<file path="src/design/mst_pkg.sv">
// Shared types and constants for the Prim spanning tree block.
`default_nettype none

package mst_pkg;

    localparam int MAX_VERTICES_DEF  = 32;
    localparam int WEIGHT_BITS_DEF   = 16;
    localparam int TOTAL_BITS        = 21;
    localparam int VERTEX_FIELD_BITS = 5;
    localparam int OPCODE_BITS       = 2;
    localparam int VCOUNT_BITS       = 6;

    localparam logic [VCOUNT_BITS-1:0] VCOUNT_RESET = 6'd32;

    localparam logic [OPCODE_BITS-1:0] OP_ADD   = 2'd0;
    localparam logic [OPCODE_BITS-1:0] OP_RUN   = 2'd1;
    localparam logic [OPCODE_BITS-1:0] OP_CLEAR = 2'd2;
    localparam logic [OPCODE_BITS-1:0] OP_NOP   = 2'd3;

    typedef enum logic [3:0] {
        ST_CLEAR,
        ST_IDLE,
        ST_ADD_RD,
        ST_ADD_CMP,
        ST_ADD_WR2,
        ST_RUN_INIT,
        ST_SEARCH,
        ST_PICK,
        ST_RELAX,
        ST_DRAIN,
        ST_EMIT
    } state_t;

    typedef struct packed {
        logic init;
        logic seed;
        logic pick;
        logic relax;
    } mst_ctl_t;

endpackage

`default_nettype wire

</file>
<file path="src/design/mst_cell.sv">
// One vertex cell: key, parent and flags, plus one stage of the minimum search chain.
`default_nettype none

module mst_cell #(
    parameter int IDX = 0,
    parameter int VB  = 5,
    parameter int WB  = 16
) (
    input  wire logic                 clk,
    input  wire logic                 rst_n,
    input  wire mst_pkg::mst_ctl_t    ctl,
    input  wire logic [VB-1:0]        sel_idx,
    input  wire logic [VB-1:0]        relax_v,
    input  wire logic                 relax_present,
    input  wire logic signed [WB-1:0] relax_w,
    input  wire logic                 cand_in_found,
    input  wire logic signed [WB-1:0] cand_in_key,
    input  wire logic [VB-1:0]        cand_in_idx,
    output logic                      cand_found,
    output logic signed [WB-1:0]      cand_key,
    output logic [VB-1:0]             cand_idx,
    output logic                      in_tree,
    output logic signed [WB-1:0]      key,
    output logic [VB-1:0]             parent
);

    localparam logic [VB-1:0] ME = VB'(IDX);

    logic                 known_reg, known_next;
    logic                 in_tree_reg, in_tree_next;
    logic signed [WB-1:0] key_reg, key_next;
    logic [VB-1:0]        parent_reg, parent_next;
    logic                 cf_reg, cf_next;
    logic signed [WB-1:0] ck_reg, ck_next;
    logic [VB-1:0]        ci_reg, ci_next;
    logic                 own_ok;

    always_comb
    begin
        known_next   = known_reg;
        in_tree_next = in_tree_reg;
        key_next     = key_reg;
        parent_next  = parent_reg;
        if (ctl.init)
        begin
            known_next   = 1'b0;
            in_tree_next = 1'b0;
            if (ctl.seed && sel_idx == ME)
            begin
                known_next  = 1'b1;
                key_next    = '0;
                parent_next = ME;
            end
        end
        else if (ctl.pick)
        begin
            if (sel_idx == ME)
            begin
                in_tree_next = 1'b1;
            end
        end
        else if (ctl.relax)
        begin
            if (relax_v == ME && !in_tree_reg && relax_present
                && (!known_reg || relax_w < key_reg))
            begin
                known_next  = 1'b1;
                key_next    = relax_w;
                parent_next = sel_idx;
            end
        end
    end

    assign own_ok = known_reg && !in_tree_reg;

    always_comb
    begin
        if (own_ok && (!cand_in_found || key_reg < cand_in_key))
        begin
            cf_next = 1'b1;
            ck_next = key_reg;
            ci_next = ME;
        end
        else
        begin
            cf_next = cand_in_found;
            ck_next = cand_in_key;
            ci_next = cand_in_idx;
        end
    end

    always_ff @(posedge clk or negedge rst_n)
    begin
        if (!rst_n)
        begin
            known_reg   <= 1'b0;
            in_tree_reg <= 1'b0;
            cf_reg      <= 1'b0;
        end
        else
        begin
            known_reg   <= known_next;
            in_tree_reg <= in_tree_next;
            cf_reg      <= cf_next;
        end
    end

    always_ff @(posedge clk)
    begin
        key_reg    <= key_next;
        parent_reg <= parent_next;
        ck_reg     <= ck_next;
        ci_reg     <= ci_next;
    end

    assign cand_found = cf_reg;
    assign cand_key   = ck_reg;
    assign cand_idx   = ci_reg;
    assign in_tree    = in_tree_reg;
    assign key        = key_reg;
    assign parent     = parent_reg;

endmodule

`default_nettype wire

</file>
<file path="config.mk">
export PLATFORM = sky130hd
export DESIGN_NAME = mst_cell
export DESIGN_NICKNAME = d
export VERILOG_FILES = /design/src/design/mst_pkg.sv /design/src/design/mst_cell.sv
export SDC_FILE = /design/constraint.sdc
export NUM_CORES = 1
export LEC_CHECK = 0
export BUFFER_PORTS_ARGS = -buffer_cell sky130_fd_sc_hd__buf_4
export CELL_PAD_IN_SITES_DETAIL_PLACEMENT = 0
export CELL_PAD_IN_SITES_GLOBAL_PLACEMENT = 2
export CORE_ASPECT_RATIO = 2
export CORE_MARGIN = 2
export CORE_UTILIZATION = 29
export CTS_CLUSTER_SIZE = 25
export DETAILED_ROUTE_END_ITERATION = 8
export PLACE_DENSITY_LB_ADDON = 0.1
export SYNTH_ARGS = -nofsm -noshare
export SYNTH_HDL_FRONTEND = slang
export SYNTH_SLANG_ARGS = --single-unit
</file>
<file path="constraint.sdc">
create_clock -name clk -period 3.1 [get_ports clk]
set_input_delay 0.155 -clock clk [delete_from_list [all_inputs] [get_ports clk]]
set_output_delay 0.155 -clock clk [all_outputs]
set_load 0.01 [all_outputs]
</file>
==> results by group <==
Pwr
  • Peak VDD IR: 0.212 mV
  • Comb power frac: 0.223
  • Power share of the sequential group: 0.447
  • Pwr Density: 461 nW/µm²
  • Pint: 1150 µW
  • Clock Power Share: 0.330
  • Sw Pwr: a little over 400 µW
  • Static Leak: 0.00170 µW
  • Switching Fraction: 0.262
  • Final Power: 1560 µW

Routing
  • DRT antenna net count: 0
  • Routed wire length: 6350 µm
  • Vias per inst: 4.60
  • Wire per inst: around 15 µm
  • DR iter-0 viols: 52
  • DR vias: around 1900
  • First drt pass iteration count: 3
  • Drc violations: 0

Global routing
  • Initial antenna violation count: 0
  • First-pass GRT wire length: 10100 µm
  • Largest net degree at the start of global routing: 26
  • Vias in the first global route: 2055
  • Grt ovf: 0
  • Global Route Usage Sum: 0.153

Yosys
  • Dominant synthesized flop cell: edfxtp_1
  • Yosys top cell by area: edfxtp_1
  • Synth area leaders: edfxtp_1 26%, dfxtp_1 18%, ha_1 16%, mux2i_1 6.3%, nor2b_1 5.8%
  • Synth top area share: 0.264
  • Synth Cell Area: 2390 µm²
  • Post-synthesis sequential area ratio: 0.471
  • Mapped Cells: 211
  • Post-Synthesis Net Count: between 200 and 300
  • Synth warnings: 0
  • Yosys cell types: 39
  • Synthesized flop and latch total: 45
  • Syn Area/Cell: approximately 11 µm²
  • Post-synth EDFFs: 21
  • Asr flop ratio synth: 0.0667

Finish
  • Design area: 3390 µm²
  • Final Util: 0.427
  • Layout cells sized above 1: 0.363
  • Inserted Diodes: 0
  • Final nets: roughly 400
  • P&R area growth vs syn: 41.8%

Clocking
  • CTS max path bufs: 2
  • Num Clock Sinks: 45
  • Clock transition at path regs: 0.06 ns
  • Clk Latency, worst-skew pair: 0.29 ns
  • TritonCTS clock tree: done
  • Post-CTS Setup Bufs: 0
  • CTS Hold Bufs: 1
  • Clk root buf: clkbuf_16
  • CTS resizes: 0
  • Max H-tree Level: 2
  • CTS buffer count: 5

Critical path
  • Crit Path Max Fanout: 9
  • Critical path type: flop to flop
  • CP arrival: 2.52 ns
  • CP Capture Type: flop
  • Type of origin of the critical path: flop
  • CP Data Required Time: 3.10 ns

STA
  • Fmax: 397 MHz
  • Max_slew headroom: 0.656
  • Final Cycle Share: 0.813
  • Unrepaired setup endpoints after global routing: false
  • Minimum clock period: 2.52 ns
  • Slew Viols, Final: 0
  • Final setup vio count: 0
  • Hold Vio Cnt, Final: 0
  • Setup TNS: 0 ns
  • Worst Max-Slew Pin Slew: just over 0.5 ns
  • Clock Skews: 0.00407 ns

Die
  • Io pins: 99
  • Die Height: approximately 130 µm
  • Core area: 7940 µm²
  • Row cnt: 46
  • Die area: 9030 µm²
  • Initial core utilization: 0.301
  • Die width: 68.2 µm

Placement
  • Dpl hpwl: approximately 5300 µm
  • Post-place instance area: 3240 µm²
  • PortBufs: 98
  • Placer Congestion: a little under 0.8

Run status
  • Status: finished clean

Hold path
  • HP Class: input pin to flop

Flow run
  • Max-Cap Viols: 0
area by class of cell:
class / count / area (µm²)
Inverter: 30 / 113
Fill cell: 808 / 4550
Sequential cell: 45 / 1130
Timing Repair Buffer: 102 / 768
Clock buffer: 5 / 125
Clock inverter: 3 / 12.5
Multi-Input combinational cell: 132 / 1120
Tap cell: 96 / 120
cells in the mapped netlist (3+ instances only):
| cell | count |
|---|---|
| mux2i_1 | 15 |
| edfxtp_1 | 21 |
| and2_1 | 6 |
| nor2_1 | 6 |
| o21ai_1 | 3 |
| nand3_1 | 3 |
| nand2b_1 | 5 |
| dfxtp_1 | 21 |
| dfrtp_1 | 3 |
| a21o_1 | 4 |
| nand4_1 | 3 |
| a21oi_1 | 7 |
| inv_1 | 30 |
| ha_1 | 30 |
| nor2b_1 | 22 |
| nand2_1 | 4 |
routing by layer:
layer,track usage,share of wire
met1,0.142,0.31
met2,0.291,0.60
met3,0.0333,0.051
met4,0.0756,0.035
met5,0,0
cell usage in the layout, fill, tap and decap left out, types with 3 or more instances in the layout:
master | synthesis | final
clkbuf_16 | 0 | 5
dfrtp_1 | 3 | 3
nand4_1 | 3 | 3
dfxtp_1 | 21 | 21
nand2_1 | 4 | 4
mux2i_1 | 15 | 15
a21oi_1 | 7 | 7
edfxtp_1 | 21 | 21
a21o_1 | 4 | 4
nand2b_1 | 5 | 5
and2_1 | 6 | 6
buf_4 | 0 | 101
nand3_1 | 3 | 3
nor2b_1 | 22 | 22
ha_1 | 30 | 30
inv_1 | 30 | 30
nor2_1 | 6 | 6
metrics by stage:
step                      instances  hold slack, ns  setup slack (ns)
final                           413          0.0643             0.581
after global routing            413          0.0655             0.374
after CTS                       413          0.0584             0.511
after detailed placement        404         -0.0517             0.519
after global placement          404         -0.0544             0.578
after floorplan                 211          -0.141             0.423
logic make-up after synthesis:
logic type               count (synthesis)  synth area share
buffers and inverters                   34            0.0597
flip-flops                              45             0.471
AO/OA/AOI/OAI                           27            0.0932
multiplexers                            16            0.0675
AND/OR/NAND/NOR                         59             0.151
adder cells (fa/ha/maj)                 30             0.157
power by group through the flow:
stage | logic, µW | registers, µW | clock network [µW]
4_1_cts | 358 | 700 | 531
3_5_place_dp | 355 | 712 | 0
5_1_grt | 389 | 705 | 556
2_1_floorplan | 150 | 734 | 0
6_report | 348 | 698 | 516
3_3_place_gp | 356 | 712 | 0
critical path, stage by stage, from the launching register on:
cell and delay, ns:
edfxtp_1 0.41, inv_1 0.09, ha_1 0.22, a2111oi_0 0.48, o31ai_1 0.15, a221oi_1 0.27, o21ai_1 0.11, o21ai_2 0.22
buf_4 0.28
final timing paths:
path                                      startpoint                     end  slack, ns  depth (start not counted)
worst max-delay path            key[1]$_SDFFCE_PP0P_    key[0]$_SDFFCE_PP0P_       0.58                          8
worst min-delay path                  cand_in_idx[4]  cand_idx[4]$_SDFF_PP0_       0.06                          2
worst max register to register  key[1]$_SDFFCE_PP0P_    key[0]$_SDFFCE_PP0P_       0.58                          8
worst min register to register  key[0]$_SDFFCE_PP0P_     cand_key[0]$_DFF_P_       0.56                          1
max in group asynchronous                      rst_n     in_tree$_DFFE_PN0P_       2.80                          2
min in group asynchronous                      rst_n   known_reg$_DFFE_PN0P_       0.21                          2
Power figures use the tool's default switching activity.
